$ cat config.mk
export PLATFORM = sky130hd
export DESIGN_NAME = api_transmit_frame_builder
export DESIGN_NICKNAME = d
export VERILOG_FILES = /design/src/atfb_pkg.sv /design/src/atfb_front.sv /design/src/atfb_queue.sv /design/src/atfb_back.sv /design/src/api_transmit_frame_builder.sv
export SDC_FILE = /design/constraint.sdc
export NUM_CORES = 1
export LEC_CHECK = 0
export BUFFER_PORTS_ARGS = -buffer_cell sky130_fd_sc_hd__clkbuf_2
export CELL_PAD_IN_SITES_DETAIL_PLACEMENT = 1
export CELL_PAD_IN_SITES_GLOBAL_PLACEMENT = 1
export CORE_ASPECT_RATIO = 1.2
export CORE_MARGIN = 3
export CORE_UTILIZATION = 47
export CTS_CLUSTER_SIZE = 12
export DETAILED_ROUTE_END_ITERATION = 7
export HOLD_SLACK_MARGIN = 0.12
export MAX_ROUTING_LAYER = met4
export PLACE_DENSITY_LB_ADDON = 0.1
export SLEW_MARGIN = 0
export SYNTH_ARGS = -nofsm -noshare
export SYNTH_HDL_FRONTEND = slang
export SYNTH_SLANG_ARGS = --single-unit
$ cat constraint.sdc
create_clock -name clk_i -period 6.4 [get_ports clk_i]
set_input_delay 0.32 -clock clk_i [delete_from_list [all_inputs] [get_ports clk_i]]
set_output_delay 0.32 -clock clk_i [all_outputs]
set_load 0.01 [all_outputs]
$ cat src/atfb_pkg.sv
`timescale 1ns / 1ps

package atfb_pkg;

  localparam int unsigned ByteW    = 8;
  localparam int unsigned AddrW    = 64;
  localparam int unsigned CfgIdxW  = 2;
  localparam int unsigned StepW    = 5;

  localparam logic [ByteW-1:0] MaxPayload  = 8'd241;
  localparam logic [ByteW-1:0] LenOffset   = 8'd14;
  localparam logic [ByteW-1:0] ByteZero    = 8'h00;
  localparam logic [ByteW-1:0] ByteFf      = 8'hFF;
  localparam logic [ByteW-1:0] ByteFe      = 8'hFE;

  localparam logic [AddrW-1:0] DestAddrRst   = 64'd0;
  localparam logic [ByteW-1:0] StartDelimRst = 8'h7E;
  localparam logic [ByteW-1:0] FrameTypeRst  = 8'h10;

  localparam logic [CfgIdxW-1:0] RegDestAddr   = 2'd0;
  localparam logic [CfgIdxW-1:0] RegStartDelim = 2'd1;
  localparam logic [CfgIdxW-1:0] RegFrameType  = 2'd2;

  // position of the byte within one frame
  localparam logic [StepW-1:0] StepDelim     = 5'd0;
  localparam logic [StepW-1:0] StepLenHi     = 5'd1;
  localparam logic [StepW-1:0] StepLenLo     = 5'd2;
  localparam logic [StepW-1:0] StepType      = 5'd3;
  localparam logic [StepW-1:0] StepFrameId   = 5'd4;
  localparam logic [StepW-1:0] StepAddrFirst = 5'd5;
  localparam logic [StepW-1:0] StepAddrLast  = 5'd12;
  localparam logic [StepW-1:0] StepNetHi     = 5'd13;
  localparam logic [StepW-1:0] StepNetLo     = 5'd14;
  localparam logic [StepW-1:0] StepRadius    = 5'd15;
  localparam logic [StepW-1:0] StepOptions   = 5'd16;
  localparam logic [StepW-1:0] StepPayload   = 5'd17;
  localparam logic [StepW-1:0] StepChecksum  = 5'd18;

  typedef struct packed {
    logic [ByteW-1:0] data;
    logic [ByteW-1:0] len;
    logic             first;
    logic             last;
  } entry_t;

  typedef struct packed {
    logic [AddrW-1:0] dest_addr;
    logic [ByteW-1:0] start_delim;
    logic [ByteW-1:0] frame_type;
  } cfg_t;

  typedef struct packed {
    logic full;
    logic valid;
  } q_status_t;

endpackage

$ cat src/atfb_front.sv
`timescale 1ns / 1ps

module atfb_front import atfb_pkg::*; (
  input  logic             clk_i,
  input  logic             rst_ni,
  input  logic             in_valid_i,
  output logic             in_ready_o,
  input  logic [ByteW-1:0] payload_byte_i,
  input  logic [ByteW-1:0] payload_length_i,
  input  logic             q_full_i,
  output logic             q_push_o,
  output entry_t           q_entry_o
);

  logic [ByteW-1:0] bytes_left_q, bytes_left_d;
  logic [ByteW-1:0] len_sat;
  logic [ByteW-1:0] count;
  logic             first;

  always_comb begin
    if (payload_length_i == ByteZero) begin
      len_sat = 8'd1;
    end else if (payload_length_i > MaxPayload) begin
      len_sat = MaxPayload;
    end else begin
      len_sat = payload_length_i;
    end
  end

  assign first      = (bytes_left_q == ByteZero);
  assign count      = first ? len_sat : bytes_left_q;
  assign in_ready_o = !q_full_i;
  assign q_push_o   = in_valid_i && in_ready_o;

  assign q_entry_o.data  = payload_byte_i;
  assign q_entry_o.len   = len_sat;
  assign q_entry_o.first = first;
  assign q_entry_o.last  = (count == 8'd1);

  assign bytes_left_d = q_push_o ? count - 8'd1 : bytes_left_q;

  always_ff @(posedge clk_i or negedge rst_ni) begin
    if (!rst_ni) begin
      bytes_left_q <= '0;
    end else begin
      bytes_left_q <= bytes_left_d;
    end
  end

endmodule

$ cat src/atfb_queue.sv
`timescale 1ns / 1ps

module atfb_queue import atfb_pkg::*; (
  input  logic      clk_i,
  input  logic      rst_ni,
  input  logic      push_i,
  input  entry_t    push_entry_i,
  input  logic      pop_i,
  output entry_t    head_o,
  output q_status_t status_o
);

  entry_t     mem_q [2];
  logic       wr_ptr_q, wr_ptr_d;
  logic       rd_ptr_q, rd_ptr_d;
  logic [1:0] count_q, count_d;

  assign head_o         = mem_q[rd_ptr_q];
  assign status_o.full  = (count_q == 2'd2);
  assign status_o.valid = (count_q != 2'd0);

  assign wr_ptr_d = push_i ? !wr_ptr_q : wr_ptr_q;
  assign rd_ptr_d = pop_i ? !rd_ptr_q : rd_ptr_q;

  always_comb begin
    count_d = count_q;
    if (push_i && !pop_i) begin
      count_d = count_q + 2'd1;
    end else if (pop_i && !push_i) begin
      count_d = count_q - 2'd1;
    end
  end

  always_ff @(posedge clk_i) begin
    if (push_i) begin
      mem_q[wr_ptr_q] <= push_entry_i;
    end
  end

  always_ff @(posedge clk_i or negedge rst_ni) begin
    if (!rst_ni) begin
      wr_ptr_q <= 1'b0;
      rd_ptr_q <= 1'b0;
      count_q  <= '0;
    end else begin
      wr_ptr_q <= wr_ptr_d;
      rd_ptr_q <= rd_ptr_d;
      count_q  <= count_d;
    end
  end

endmodule

$ cat src/atfb_back.sv
`timescale 1ns / 1ps

module atfb_back import atfb_pkg::*; (
  input  logic             clk_i,
  input  logic             rst_ni,
  input  cfg_t             cfg_i,
  input  logic             head_valid_i,
  input  entry_t           head_i,
  output logic             pop_o,
  output logic             out_valid_o,
  input  logic             out_ready_i,
  output logic [ByteW-1:0] frame_byte_o,
  output logic             frame_end_o
);

  logic [StepW-1:0] step_q, step_d;
  logic [StepW-1:0] eff;
  logic [StepW-1:0] addr_sel;
  logic [ByteW-1:0] sum_q, sum_d;
  logic [ByteW-1:0] byte_nxt;
  logic             emit;
  logic             out_valid_q, out_valid_d;
  logic [ByteW-1:0] frame_byte_q;
  logic             frame_end_q;

  assign eff      = head_i.first ? step_q : step_q + StepPayload;
  assign addr_sel = StepAddrLast - eff;
  assign emit     = head_valid_i && (!out_valid_q || out_ready_i);
  assign pop_o    = emit && ((eff == StepPayload && !head_i.last) || eff == StepChecksum);

  always_comb begin
    unique case (eff)
      StepDelim:   byte_nxt = cfg_i.start_delim;
      StepLenHi:   byte_nxt = ByteZero;
      StepLenLo:   byte_nxt = head_i.len + LenOffset;
      StepType:    byte_nxt = cfg_i.frame_type;
      StepFrameId: byte_nxt = ByteZero;
      StepNetHi:   byte_nxt = ByteFf;
      StepNetLo:   byte_nxt = ByteFe;
      StepRadius:  byte_nxt = ByteZero;
      StepOptions: byte_nxt = ByteZero;
      StepPayload: byte_nxt = head_i.data;
      StepChecksum: byte_nxt = ~sum_q;
      default:     byte_nxt = cfg_i.dest_addr[ByteW*addr_sel[2:0] +: ByteW];
    endcase
  end

  always_comb begin
    step_d = step_q;
    sum_d  = sum_q;
    if (emit) begin
      step_d = pop_o ? '0 : step_q + 5'd1;
      if (eff == StepType) begin
        sum_d = byte_nxt;
      end else if (eff > StepType && eff <= StepPayload) begin
        sum_d = sum_q + byte_nxt;
      end
    end
  end

  assign out_valid_d = emit || (out_valid_q && !out_ready_i);

  always_ff @(posedge clk_i) begin
    if (emit) begin
      frame_byte_q <= byte_nxt;
      frame_end_q  <= (eff == StepChecksum);
    end
  end

  always_ff @(posedge clk_i or negedge rst_ni) begin
    if (!rst_ni) begin
      step_q      <= '0;
      sum_q       <= '0;
      out_valid_q <= 1'b0;
    end else begin
      step_q      <= step_d;
      sum_q       <= sum_d;
      out_valid_q <= out_valid_d;
    end
  end

  assign out_valid_o  = out_valid_q;
  assign frame_byte_o = frame_byte_q;
  assign frame_end_o  = frame_end_q;

endmodule

$ cat src/api_transmit_frame_builder.sv
`timescale 1ns / 1ps
// A payload byte passes a queue entry and the output register, and leaves behind any header
// bytes; the first byte of a frame is preceded by 17 header bytes. The output sequencer sends
// one byte per cycle while out_ready_i is high and the queue holds an entry; a frame of N
// payload bytes is N + 18 bytes; mid-frame bytes enter one per cycle while the queue has room.
// Reset: asynchronous, active low; clears the queue, the frame counter and the checksum.
module api_transmit_frame_builder import atfb_pkg::*; (
  input  logic               clk_i,
  input  logic               rst_ni,
  input  logic               in_valid_i,
  output logic               in_ready_o,
  input  logic [ByteW-1:0]   payload_byte_i,
  input  logic [ByteW-1:0]   payload_length_i,
  output logic               out_valid_o,
  input  logic               out_ready_i,
  output logic [ByteW-1:0]   frame_byte_o,
  output logic               frame_end_o,
  input  logic               cfg_valid_i,
  output logic               cfg_ready_o,
  input  logic [CfgIdxW-1:0] cfg_index_i,
  input  logic [AddrW-1:0]   cfg_data_i
);

  cfg_t      cfg_q, cfg_d;
  logic      cfg_we;
  logic      q_push;
  logic      q_pop;
  entry_t    q_in;
  entry_t    q_head;
  q_status_t q_stat;

  assign cfg_ready_o = 1'b1;
  assign cfg_we      = cfg_valid_i && cfg_ready_o;

  always_comb begin
    cfg_d = cfg_q;
    if (cfg_we) begin
      unique case (cfg_index_i)
        RegDestAddr:   cfg_d.dest_addr   = cfg_data_i;
        RegStartDelim: cfg_d.start_delim = cfg_data_i[ByteW-1:0];
        RegFrameType:  cfg_d.frame_type  = cfg_data_i[ByteW-1:0];
        default:       cfg_d = cfg_q;
      endcase
    end
  end

  always_ff @(posedge clk_i or negedge rst_ni) begin
    if (!rst_ni) begin
      cfg_q.dest_addr   <= DestAddrRst;
      cfg_q.start_delim <= StartDelimRst;
      cfg_q.frame_type  <= FrameTypeRst;
    end else begin
      cfg_q <= cfg_d;
    end
  end

  atfb_front u_front (
    .clk_i            (clk_i),
    .rst_ni           (rst_ni),
    .in_valid_i       (in_valid_i),
    .in_ready_o       (in_ready_o),
    .payload_byte_i   (payload_byte_i),
    .payload_length_i (payload_length_i),
    .q_full_i         (q_stat.full),
    .q_push_o         (q_push),
    .q_entry_o        (q_in)
  );

  atfb_queue u_queue (
    .clk_i        (clk_i),
    .rst_ni       (rst_ni),
    .push_i       (q_push),
    .push_entry_i (q_in),
    .pop_i        (q_pop),
    .head_o       (q_head),
    .status_o     (q_stat)
  );

  atfb_back u_back (
    .clk_i        (clk_i),
    .rst_ni       (rst_ni),
    .cfg_i        (cfg_q),
    .head_valid_i (q_stat.valid),
    .head_i       (q_head),
    .pop_o        (q_pop),
    .out_valid_o  (out_valid_o),
    .out_ready_i  (out_ready_i),
    .frame_byte_o (frame_byte_o),
    .frame_end_o  (frame_end_o)
  );

`ifndef SYNTHESIS
  a_pop_nonempty: assert property (@(posedge clk_i) disable iff (!rst_ni)
    q_pop |-> q_stat.valid)
    else $error("queue popped while empty");

  a_push_not_full: assert property (@(posedge clk_i) disable iff (!rst_ni)
    q_push |-> !q_stat.full)
    else $error("queue pushed while full");

  a_end_pops: assert property (@(posedge clk_i) disable iff (!rst_ni)
    (q_pop && q_head.last) |=> (out_valid_o && frame_end_o))
    else $error("last entry left the queue without a checksum byte");

  a_cfg_dest: assert property (@(posedge clk_i) disable iff (!rst_ni)
    (cfg_we && cfg_index_i == RegDestAddr) |=> (cfg_q.dest_addr == $past(cfg_data_i)))
    else $error("destination write lost");
`endif

endmodule
==> results by group <==
CTS
  – Post_cts resized: 0
  – CTS clk-pin slew, worst paths: 0.06 ns
  – H-Tree Depth: 4
  – CTS buffer count: 17
  – Root buf cell: clkbuf_16
  – Hold buffer count at CTS: 34
  – Clock latency on the worst-skew pair: 0.42 ns
  – Post-CTS setup buffers: 0
  – Sink Count: 151
  – CTS tree: done
  – Clk buf depth: 2

STA
  – Setup-failing EPs final: 0
  – Worst Skew: 0.00554 ns
  – Rel. slew slack: 29.2%
  – Transition time of the tightest slew-check pin: 1.06 ns
  – Max Slew Vio Count: 0
  – Setup Total Neg Slack: 0 ns
  – Tmin final: 5.44 ns
  – RSZ-0062 raised after global routing: false
  – Crit share post-route: 85.0%
  – Max Clk Rate: 184 MHz
  – Final Hold Viols: 0

GRT
  – Largest net degree at the start of global routing: 71
  – Gr usage total: 24.4%
  – Vias in the first global route: 5,873
  – Initial antenna violation count: 0
  – Global-route wire length before repair: 32,300 um
  – Gr ovfl total: 0

Synth
  – Share of flip-flops with an asynchronous set or reset: 70.2%
  – Flops & latches, synth: 151
  – Avg Cell Area, Syn: 13.1 um^2
  – Ys flop type: dfrtp_1
  – Cell variety after synth: 72
  – Yosys warns: 0
  – Post-synth EDFFs: 45
  – Yosys top cell area share: 32.4%
  – Yosys top cell by area: dfrtp_1
  – Mapped Cells: 586
  – Post-synthesis cell area: 7650 um^2
  – Leading post-synthesis cells by cell area: dfrtp_1, edfxtp_1, mux2_2, mux4_2, ha_1
  – Syn_nets: 691
  – Most instantiated cells after synthesis: dfrtp_1, mux2_2, edfxtp_1, nand2_1
  – Sequential area share after synthesis: 52.5%
  – Count leader, synth: dfrtp_1

Cells and area
  – Nets: 815
  – Filler cells: 1,632
  – Post-route insts no fill: 931
  – Ratio of cells with drive above 1 in the final layout: 36.7%
  – Area growth, synth to finish: 21.2%
  – Antenna Cells: 0
  – Register Area: 4010 um^2
  – Multi-input combinational cell area: 3430 um^2

Worst hold path
  – HP Class: input port to flop
  – Hold path depth: 2

Route
  – Vias per cell: 5.72
  – # DRC: 0
  – Post-Route WL: 20,100 um
  – WL per Instance: 21.6 um
  – Via count of the routed design: 5,322
  – TritonRoute pass-1 iters: 4
  – DR iter-0 viols: 294
  – Routed Antenna Nets: 0

Pwr
  – Cell Pwr Density: 650 nW/um^2
  – Leak pwr: 3.90 nW
  – Switching Share: 41.9%
  – Net Switching: 0.00252 W
  – P_int: 0.00350 W
  – Gate power share: 56.8%
  – Max IR drop VDD: 0.312 mV
  – Reg power frac: 25.6%
  – Clock network fraction of total power: 17.6%

Floorplanning
  – Die X: 122 um
  – Core Footprint: 15,800 um^2
  – Die area: 17,800 um^2
  – Die Y: 146 um
  – IO Count: 99
  – FP Rows: 50
  – Starting Density: 48.5%

Worst setup path
  – CP cell instances: ha_1, nand3_1, nand2_1, xor2_1, nand2b_1, a32o_1, a2111oi_1, o21ai_0, ha_1, a21o_1, a21oi_1, o21ai_0, o41ai_1, nand2_1, or3_1, nand4_1
  – CP Launch Type: flop
  – Critical R2R Launch: u_back.step_q[0]$_DFFE_PN0P_
  – R2r endpoint: u_back.sum_q[7]$_DFFE_PN0P_
  – Worst path arrival time: 5.80 ns
  – Worst endpoint required time: 6.76 ns
  – Worst setup endpoint: u_back.sum_q[7]$_DFFE_PN0P_
  – Critical Path Source: u_back.step_q[0]$_DFFE_PN0P_
  – Worst reg-to-reg setup slack: 0.96 ns
  – Crit-path slowest cell: xor2_1
  – Crit Path Max Fanout: 12
  – Worst reg-to-reg path cell count: 16
  – Crit Path Class: flop to flop
  – Largest stage delay, worst path: 0.75 ns
  – CP endpoint kind: flop

Placement
  – I/O Buffers: 97
  – Post-DP HPWL: 14,200 um
  – GP Congestion: 0.891
  – Post-Place Cells: 863

Flow run
  – Total of max-cap violations: 0

Outcome
  – Status: finished clean
==> worst min path at each step <==
stage | to | slack (ns) | start
6_report | cfg_q[25]$_DFFE_PN0P_ | 0.14 | cfg_data_i[9]
3_3_place_gp | u_back.out_valid_o$_DFF_PN0_ | 0.32 | rst_ni
3_5_place_dp | u_back.out_valid_o$_DFF_PN0_ | 0.34 | rst_ni
4_1_cts | cfg_q[27]$_DFFE_PN0P_ | 0.12 | cfg_data_i[11]
5_1_grt | cfg_q[33]$_DFFE_PN0P_ | 0.12 | cfg_data_i[17]
2_1_floorplan | cfg_q[0]$_DFFE_PN0P_ | 0.02 | rst_ni
==> power groups by stage <==
stage                     Combinational (W)  Sequential (W)  Clock (W)
after detailed placement            0.00336         0.00155          0
after global routing                0.00376         0.00157    0.00112
after global placement              0.00323         0.00154          0
final                               0.00342         0.00154    0.00106
after CTS                           0.00343         0.00154    0.00108
after floorplan                     0.00259         0.00147          0
==> critical path: cells and delay by family, from the launching register on <==
| family | cells | cell delay, ns |
|---|---|---|
| adder cells (fa/ha/maj) | 2 | 0.74 |
| XOR/XNOR | 1 | 0.75 |
| AO/OA/AOI/OAI | 7 | 2.22 |
| flip-flops | 1 | 0.55 |
| AND/OR/NAND/NOR | 6 | 1.10 |
==> cells by family after synthesis <==
logic type | synth area share (%)
AOI/OAI and AO/OA | 10.6
adders and majority gates | 3.04
other | 0.0490
xor gates and xnor gates | 2.93
DFF | 52.5
muxes | 20.6
and+or+nand+nor | 7.44
buffers and inverters | 2.89
==> routing by layer <==
| layer | GRT usage (%) | share of wire, % |
|---|---|---|
| met3 | 5.33 | 3.8 |
| met1 | 30.8 | 43 |
| met4 | 10.6 | 3.8 |
| met2 | 37.9 | 50 |
| met5 | - | 0 |
==> sequential cells by signal, summed over array words and instances (netlist names), 2 cells and up <==
name and cells:
u_queue.count_q 2, u_back.frame_byte_o 8, u_queue.mem_q 36, cfg_q 80, u_front.bytes_left_q 8, u_back.sum_q 8, u_back.step_q 5
==> metrics by stage <==
stage                     total power [W]  hold slack, ns  utilization, %  setup WS (ns)  instance area, um^2
after global placement            0.00476           0.318            52.6           1.23                 8290
after global routing              0.00646           0.121            58.8          0.329                 9280
after floorplan                   0.00407          0.0244               -           1.60                 7650
final                             0.00602           0.137            58.8          0.959                 9280
after detailed placement          0.00492           0.335            52.6           1.02                 8290
after CTS                         0.00606           0.122            58.7          0.937                 9260
==> area by class of cell <==
type / count / share of cell area [%]
Clock inverter: 13 / 1.77
Inverter: 12 / 0.486
Tap cell: 208 / 2.81
Multi-Input combinational cell: 388 / 37.0
Clock buffer: 19 / 5.00
Timing Repair Buffer: 140 / 9.71
Sequential cell: 151 / 43.3
==> cells in the final DEF, fill, tap and decap left out, types with 7 or more instances in the layout <==
master | netlist | routed
buf_4 | 2 | 8
clkbuf_16 | 0 | 18
xor2_1 | 9 | 9
inv_1 | 12 | 12
xnor2_1 | 14 | 13
clkbuf_2 | 0 | 96
mux2_2 | 91 | 91
dlygate4sd3_1 | 0 | 36
nand2_1 | 29 | 29
dfstp_2 | 7 | 7
ha_1 | 17 | 17
mux4_2 | 16 | 16
edfxtp_1 | 45 | 45
nand2b_1 | 7 | 7
a21oi_1 | 22 | 22
nor2_1 | 22 | 22
mux2i_1 | 17 | 17
a211oi_1 | 11 | 11
nand3_1 | 7 | 7
o21ai_0 | 19 | 19
a21o_1 | 7 | 7
dfrtp_1 | 99 | 99
nor2b_1 | 10 | 10
Power figures use the tool's default switching activity.
